[src/hdl/blkch_pkg.sv]
`timescale 1ns / 1ps
// Package for the blocked channel table: operation codes and request/result structs.
// No dependencies; imported by blocked_channel_table, its checker and the testbench.
package blkch_pkg;

  localparam int HASH_W  = 8;
  localparam int COUNT_W = 5;

  typedef enum logic [1:0] {
    OP_LOOKUP = 2'd0,
    OP_ADD    = 2'd1,
    OP_DELETE = 2'd2
  } op_t;

  typedef struct packed {
    op_t               op;
    logic [HASH_W-1:0] channel_hash;
  } req_t;

  typedef struct packed {
    logic               success;
    logic [COUNT_W-1:0] entry_count;
  } rsp_t;

endpackage

[src/hdl/blocked_channel_table.sv]
`timescale 1ns / 1ps
// Blocked channel table: a request is accepted when start is high and busy is low.
// The request is registered into req_valid and req_q, and done and the result are registered
// from them. The receiver cannot stall; done lasts one cycle per request.
// Throughput: one request per cycle while busy is low; every live slot is compared in parallel.
// Reset: synchronous; clears the live count, req_valid and done; busy is high while rst is high.
// Depends on blkch_pkg.
module blocked_channel_table #(
  parameter int TABLE_DEPTH = 16
) (
  input  logic           clk,
  input  logic           rst,
  input  logic           start,
  output logic           busy,
  input  blkch_pkg::req_t request,
  output logic           done,
  output blkch_pkg::rsp_t result
);
  import blkch_pkg::*;

  localparam int IDX_W = (TABLE_DEPTH > 1) ? $clog2(TABLE_DEPTH) : 1;
  localparam int CNT_W = $clog2(TABLE_DEPTH + 1);
  localparam logic [CNT_W-1:0] DEPTH_C = CNT_W'(TABLE_DEPTH);

  logic [HASH_W-1:0] hash_entries [TABLE_DEPTH];
  logic [CNT_W-1:0]  live_count;
  logic [CNT_W-1:0]  live_count_next;

  logic              req_valid;
  req_t              req_q;

  logic [TABLE_DEPTH-1:0] match;
  logic                   hit;
  logic                   can_add;
  logic                   do_add;
  logic                   do_delete;
  logic [CNT_W-1:0]       last_count;
  logic [IDX_W-1:0]       last_idx;
  logic [IDX_W-1:0]       tail_idx;
  logic [HASH_W-1:0]      last_entry;
  logic                   success_next;

  assign busy = rst;

  always_ff @(posedge clk) begin
    if (rst) begin
      req_valid <= 1'b0;
    end else begin
      req_valid <= start;
    end
    req_q <= request;
  end

  always_comb begin
    for (int i = 0; i < TABLE_DEPTH; i++) begin
      match[i] = (CNT_W'(i) < live_count) && (hash_entries[i] == req_q.channel_hash);
    end
  end

  assign hit        = |match;
  assign can_add    = live_count < DEPTH_C;
  assign last_count = live_count - CNT_W'(1);
  assign last_idx   = IDX_W'(last_count);
  assign tail_idx   = IDX_W'(live_count);
  assign last_entry = hash_entries[last_idx];

  always_comb begin
    do_add       = 1'b0;
    do_delete    = 1'b0;
    success_next = 1'b0;
    case (req_q.op)
      OP_LOOKUP: begin
        success_next = hit;
      end
      OP_ADD: begin
        do_add       = !hit && can_add;
        success_next = hit || can_add;
      end
      OP_DELETE: begin
        do_delete    = hit;
        success_next = hit;
      end
      default: begin
        success_next = 1'b0;
      end
    endcase
    do_add    = do_add && req_valid;
    do_delete = do_delete && req_valid;
  end

  always_comb begin
    live_count_next = live_count;
    if (do_add) begin
      live_count_next = live_count + CNT_W'(1);
    end else if (do_delete) begin
      live_count_next = last_count;
    end
  end

  always_ff @(posedge clk) begin
    for (int i = 0; i < TABLE_DEPTH; i++) begin
      if (do_add && (tail_idx == IDX_W'(i))) begin
        hash_entries[i] <= req_q.channel_hash;
      end else if (do_delete && match[i]) begin
        hash_entries[i] <= last_entry;
      end
    end
  end

  always_ff @(posedge clk) begin
    if (rst) begin
      live_count <= '0;
      done       <= 1'b0;
    end else begin
      live_count <= live_count_next;
      done       <= req_valid;
    end
    result.success     <= success_next;
    result.entry_count <= COUNT_W'(live_count_next);
  end

endmodule

[config.mk]
export PLATFORM = sky130hd
export DESIGN_NAME = blocked_channel_table
export DESIGN_NICKNAME = d
export VERILOG_FILES = /design/src/hdl/blkch_pkg.sv /design/src/hdl/blocked_channel_table.sv
export SDC_FILE = /design/constraint.sdc
export NUM_CORES = 1
export LEC_CHECK = 0
export BUFFER_PORTS_ARGS = -buffer_cell sky130_fd_sc_hd__buf_4
export CAP_MARGIN = 25
export CORE_ASPECT_RATIO = 0.75
export CORE_MARGIN = 1
export CORE_UTILIZATION = 65
export DETAILED_ROUTE_END_ITERATION = 8
export HOLD_SLACK_MARGIN = 0.1
export PLACE_DENSITY = 0.82
export SKIP_CTS_REPAIR_TIMING = 1
export SYNTH_ARGS = -nofsm -noshare
export SYNTH_HDL_FRONTEND = slang
export SYNTH_SLANG_ARGS = --single-unit
[constraint.sdc]
create_clock -name clk -period 6.4 [get_ports clk]
set_clock_uncertainty 0.1 [all_clocks]
set_input_delay 0 -clock clk [delete_from_list [all_inputs] [get_ports clk]]
set_output_delay 0 -clock clk [all_outputs]
set_load 0.005 [all_outputs]
==> results of run 1 <==
[sequential cells by signal, summed over array words and instances (netlist names)]
register / count
done: 1
req_q: 10
req_valid: 1
hash_entries: 128
result: 6
live_count: 5
[final cells by class]
class | count | share of cell area [%]
timing repair buffer | 54 | 4.203
clock inverter | 3 | 0.1955
tap | 175 | 2.138
inverter | 5 | 0.1833
multi-input combinational | 462 | 45.42
clock buffer | 29 | 5.816
sequential | 151 | 42.05
[critical path: stages (launching register included)]
cell and delay, ns:
dfxtp_1 0.77, buf_4 0.42, xnor2_1 0.14, nand4_1 0.15
nor3_1 0.10, or4_4 0.54, nor4_4 0.29, buf_4 0.35
and2_1 0.40, a41o_1 0.48
[logic make-up after synthesis]
kind of cell | after synthesis | synth area share [%]
fa+ha+maj | 5 | 0.6713
compound gates | 30 | 2.283
buf+inv | 69 | 3.907
flops | 151 | 46.19
mux | 178 | 26.36
xor+xnor | 134 | 12.59
simple gates | 115 | 8.002
[cells in the mapped netlist, types with 5 or more instances]
| library cell | count |
|---|---|
| a21oi_1 | 5 |
| a31o_2 | 6 |
| buf_1 | 6 |
| buf_2 | 9 |
| buf_4 | 21 |
| clkbuf_1 | 26 |
| dfxtp_1 | 23 |
| edfxtp_1 | 128 |
| ha_1 | 5 |
| inv_1 | 5 |
| mux2_2 | 131 |
| mux2i_1 | 5 |
| mux4_2 | 40 |
| nand2_1 | 13 |
| nand3_1 | 10 |
| nand4_1 | 17 |
| nor2_1 | 16 |
| nor2b_1 | 6 |
| nor3_1 | 10 |
| nor3_4 | 7 |
| nor4_1 | 14 |
| o21ai_0 | 6 |
| or3_1 | 5 |
| xnor2_1 | 60 |
| xor2_1 | 74 |
[through the flow]
stage	util, %	std cells	hold WS (ns)	area [sq um]	power (mW)
final	73.98	879	0.1199	10240	2.307
after global routing	73.98	879	0.1259	10240	2.355
after CTS	72.91	863	-0.4374	10090	2.298
after detailed placement	68.46	831	0.005436	9477	1.296
after global placement	68.43	830	0.004129	9472	1.289
after floorplan	-	682	-0.07228	9319	1.243
[report_power, final]
| group | switching (mW) | internal, mW | leakage (nW) | total [mW] |
|---|---|---|---|---|
| registers | 0.0117 | 1.07 | 1.34 | 1.08 |
| clock network | 0.388 | 0.632 | 0.305 | 1.02 |
| logic | 0.114 | 0.0904 | 1.85 | 0.204 |
[layer usage]
metal  vias up  wire length [microns]
met3        31                   2878
met4         0                    341
li1       2595                      -
met1      3080                  10520
met2       418                  11740
met5         -                      0
[path summary, 6_finish.rpt]
check	start	to	slack, ns	cells after the start
setup / recovery	req_q[4]$_DFF_P_	hash_entries[14][7]$_DFFE_PP_	2.28	9
hold / removal	request[3]	req_q[3]$_DFF_P_	0.12	2
setup reg to reg	req_q[4]$_DFF_P_	hash_entries[14][7]$_DFFE_PP_	2.28	9
hold reg to reg	req_q[8]$_DFF_P_	result[5]$_DFF_P_	0.43	1
[placed cells by master (no fill, tap or decap), types with 13 or more instances in the layout]
cell / netlist / layout
xor2_1: 74 / 74
dlygate4sd3_1: 0 / 13
nand2_1: 13 / 13
nor2_1: 16 / 16
mux2_2: 131 / 131
clkbuf_16: 0 / 21
edfxtp_1: 128 / 128
xnor2_1: 60 / 60
buf_4: 21 / 37
mux4_2: 40 / 40
nand4_1: 17 / 17
dfxtp_1: 23 / 22
nor4_1: 14 / 14
==> results by group, run 1 <==
Clock network
  • Clock-pin slew on the worst setup and hold paths: approximately 0.06 ns
  • TritonCTS clock tree: built
  • Clock latency on the worst-skew pair: roughly 0.43 ns
  • Max Root-Sink Buffers: 2
  • Clk root buf: clkbuf_16
  • CTS Sinks: ~150
  • H-tree Lvls: 4
  • CTS buffer count: 17

STA
  • Fmax: about 240 MHz
  • Period utilization: 64.38%
  • RSZ-0062 raised after global routing: no
  • Final Setup Violations: 0
  • Worst-Margin Slew: between 1 and 1.5 ns
  • PnR worst setup slack: approximately 2.3 ns
  • Final Critical Period: roughly 4.1 ns
  • Relative slew slack: 28.73%
  • Final Max Tran Viols: 0
  • Setup TNS: 0 ns
  • Final Hold Vio Count: 0

Global routing
  • Global-route wire length before repair: between 30,000 and 40,000 microns
  • Initial antenna violation count: 0
  • Global-route usage over all layers: 36.02%
  • Pin count of the biggest net entering global routing: 33
  • Number of global-route vias before repair: slightly below 6,000
  • Grt peak-use layer: met2
  • Met2 track demand over resource: 54.61%
  • Met1 GRT Util: approximately half
  • Grt ovf: 0
  • M3 GR Usage: under 10%

Place
  • Dpl hpwl: between 15,000 and 20,000 microns
  • Pre-CTS setup slack: ~2.2 ns
  • Gpl congestion: 0.9829
  • IO buf count: 20

Flow run
  • Max-cap violations: 0

Routing
  • Initial DRC count: 746
  • Antenna Violating Nets Remaining: 0
  • Average wire per standard cell: slightly below 30 microns
  • Drt pass-1 iters: 5
  • Vias: roughly 6,100
  • Final wirelength: ~25,000 microns
  • Vias per inst: approximately 7.0
  • Drt drc: 0

Die
  • Core Area: ~14,000 sq um
  • Die Width: about 140 microns
  • Die Y-Extent: 105.7 microns
  • Cell Rows: 37
  • I/O pins: 21
  • Starting Density: 67.32%
  • Die area: around 15,000 sq um

Logic synthesis
  • Ranking of synthesized cells by area: edfxtp_1 41%, mux2_2 16%, mux4_2 9.7%
  • Largest area contributor in the netlist: edfxtp_1
  • Synth unique cells: 46
  • Synth top area share: 41.25%
  • Syn nets: 700
  • Post-synthesis sequential area ratio: ~46%
  • Synth Flop Type: edfxtp_1
  • Yosys warns: 0
  • Post-synthesis cell count: 682
  • Mean Syn Cell Area: roughly 14 sq um
  • Post-synth EDFFs: about 130
  • Yosys reg bits: 151
  • Cell Area, Synth: around 9300 sq um
  • FFs w/ async S/R, synth: 0%

Cells and area
  • Post-layout net count: 709
  • # fillers: approximately 860
  • Multi-input gate area: ~4700 sq um
  • Register area: ~4300 sq um
  • Fraction of layout cells with a size suffix above 1: 37.78%
  • Diodes inserted: 0
  • Layout area overhead: 9.882%

Critical path
  • Setup crit end kind: flop
  • Crit Path Category: reg -> reg
  • Crit path DAT: between 4 and 5 ns
  • Crit Path Max Fanout: 21
  • Worst path required time: around 6.4 ns
  • Startpoint Class: flop

Power and ir drop
  • P per Cell Area: 225.3 nW/um^2
  • Pleak: 3.496 nW
  • Worst VDD drop: just under 0.2 mV

Min path
  • Hold/Removal Path Class: in -> reg

Status
  • Status: finished clean
Note: power is estimated with default switching activity, not from simulation.
==> run 2: changes to the inputs <==
--- a/config.mk
+++ b/config.mk
@@ -9,10 +9,10 @@
 export CAP_MARGIN = 25
 export CORE_ASPECT_RATIO = 0.75
 export CORE_MARGIN = 1
-export CORE_UTILIZATION = 65
+export CORE_UTILIZATION = 57
 export DETAILED_ROUTE_END_ITERATION = 8
 export HOLD_SLACK_MARGIN = 0.1
-export PLACE_DENSITY = 0.82
+export PLACE_DENSITY = 0.76
 export SKIP_CTS_REPAIR_TIMING = 1
 export SYNTH_ARGS = -nofsm -noshare
 export SYNTH_HDL_FRONTEND = slang
==> constraint.sdc (replaced) <==
create_clock -name clk -period 3.3 [get_ports clk]
set_clock_uncertainty 0.1 [all_clocks]
set_input_delay 0 -clock clk [delete_from_list [all_inputs] [get_ports clk]]
set_output_delay 0 -clock clk [all_outputs]
set_load 0.005 [all_outputs]
==> run 2 against run 1 <==
  * Critical path depth rose by 2
  * First-iteration DRC count rose by 13%
  * Non-clock buffer count rose by 73
  * Final cell count rose by 12%
  * Utilization fell by 4.2 points
  * Worst hold slack got worse by 0.017 ns
  * Via count rose by 6.1%
  * Total power rose by 99%
  * Critical path type unchanged
  * Critical endpoint is now hash_entries[14][5]$_DFFE_PP_
  * Largest power group unchanged
==> results by group, run 2 (synthesized netlist as in run 1, its figures left out) <==
Cells and area
  • Top reg by flops: hash_entries
  • Fraction of layout cells with a size suffix above 1: between 40% and 50%
  • Most frequent cells in the layout: 131 x mux2_2, 128 x edfxtp_1, 88 x buf_4
  • Most common cell after layout, fill and taps aside: mux2_2
  • Final Util: a little over two thirds
  • Finished Cell Area: 11,170 sq um
  • Top flop regs: hash_entries x128, req_q x10, result x6
  • # fillers: 1,094
  • Layout Cells excl Fill: 988
  • Layout area overhead: 19.86%
  • Post-layout net count: about 800
  • Largest register FFs: around 130

Die
  • Die area: about 17,000 sq um
  • Cell Rows: 40
  • Die Width: around 150 microns
  • Core Area: between 15,000 and 20,000 sq um
  • I/O pins: 21
  • Starting Density: about three fifths
  • Die Y-Extent: roughly 110 microns

STA
  • Final Critical Period: 3.273 ns
  • Final Max Tran Viols: 0
  • PnR worst setup slack: 0.02732 ns
  • Worst-Margin Slew: between 0.8 and 0.9 ns
  • Setup TNS: 0 ns
  • Final Setup Violations: 0
  • Fmax: just over 300 MHz
  • Relative slew slack: between 40% and 50%
  • Final Hold Vio Count: 0
  • Period utilization: between 90% and 100%
  • WHS: between 0.1 and 0.15 ns

Place
  • Placed Cells: 918
  • Post-place instance area: slightly above 10,000 sq um
  • Gpl congestion: between 1 and 1.5
  • Dpl hpwl: 18,490 microns
  • Pre-CTS setup slack: 0.05782 ns
  • IO buf count: 20

Critical path
  • Setup crit end kind: flop
  • Crit path DAT: 3.31 ns
  • Startpoint Class: flop
  • Crit Path Category: reg -> reg
  • Crit Path Max Fanout: 25
  • Worst path required time: roughly 3.3 ns

Clock network
  • CTS Sinks: approximately 150
  • CTS buffer count: 17
  • H-tree Lvls: 4
  • Clk root buf: clkbuf_16
  • Max Root-Sink Buffers: 2
  • Clock-pin slew on the worst setup and hold paths: around 0.060 ns
  • TritonCTS clock tree: built
  • Clock latency on the worst-skew pair: between 0.4 and 0.5 ns

Routing
  • Vias: 6,495
  • Average wire per standard cell: about 28 microns
  • Met2 WL: between 10,000 and 15,000 microns
  • Metal1 wirelength: approximately 11,000 microns
  • Final wirelength: roughly 28,000 microns
  • Drt pass-1 iters: 5
  • Vias per inst: 6.574
  • Initial DRC count: roughly 850
  • Met3 wire len: 3415 microns
  • Drt drc: 0
  • Max layer used: met5
  • Antenna Violating Nets Remaining: 0

Global routing
  • Pin count of the biggest net entering global routing: 33
  • Initial antenna violation count: 3
  • Global-route wire length before repair: between 40,000 and 50,000 microns
  • Number of global-route vias before repair: ~6,400
  • Grt ovf: 0
  • Global-route usage over all layers: about 34%

Min path
  • Hold/Removal Path Class: in -> reg

Power and ir drop
  • Worst VDD drop: around 0.38 mV
  • P per Cell Area: a little over 400 nW/um^2
  • Pwr Total: between 4 and 5 mW
  • Pleak: 3.953 nW

Status
  • Status: finished clean

Flow run
  • Max-cap violations: 0
run 2: area by class of cell:
cell class | count | area [sq um] | share of cell area [%]
well taps | 210 | 262.8 | 2.352
clock inverters | 9 | 85.08 | 0.7617
multi-input cells | 462 | 4664 | 41.76
diodes | 1 | 2.502 | 0.02240
repair buffers | 127 | 1303 | 11.66
inverters | 5 | 18.77 | 0.1680
flip-flops and latches | 151 | 4312 | 38.60
clock buffers | 23 | 521.8 | 4.671
run 2: metal layers:
layer	vias up	GRT usage, %
li1	2737	-
met1	3308	48.20
met2	393	51.11
met3	55	8.952
met4	2	9.864
met5	-	0
run 2: worst max-delay path, cell delays in order, from the launching register on:
cell and delay (ns):
dfxtp_1 0.37, buf_12 0.22, xnor2_1 0.10, nand4_1 0.15
nor3_1 0.11, or4_4 0.57, nor4_4 0.45, buf_6 0.19
and2_1 0.12, buf_4 0.18, a41o_1 0.19, buf_4 0.20
run 2: worst paths after layout:
kind,startpoint,end,slack [ns],depth (start not counted)
worst max register to register,req_q[4]$_DFF_P_,hash_entries[14][5]$_DFFE_PP_,0.03,11
worst min register to register,req_q[9]$_DFF_P_,result[5]$_DFF_P_,0.40,1
worst max-delay path,req_q[4]$_DFF_P_,hash_entries[14][5]$_DFFE_PP_,0.03,11
worst min-delay path,request[3],req_q[3]$_DFF_P_,0.10,2
run 2: power by group:
group          internal (mW)  switching, mW  leakage (nW)
Clock                   1.19          0.818         0.303
Combinational          0.224          0.259          2.31
Sequential              2.08         0.0130          1.34
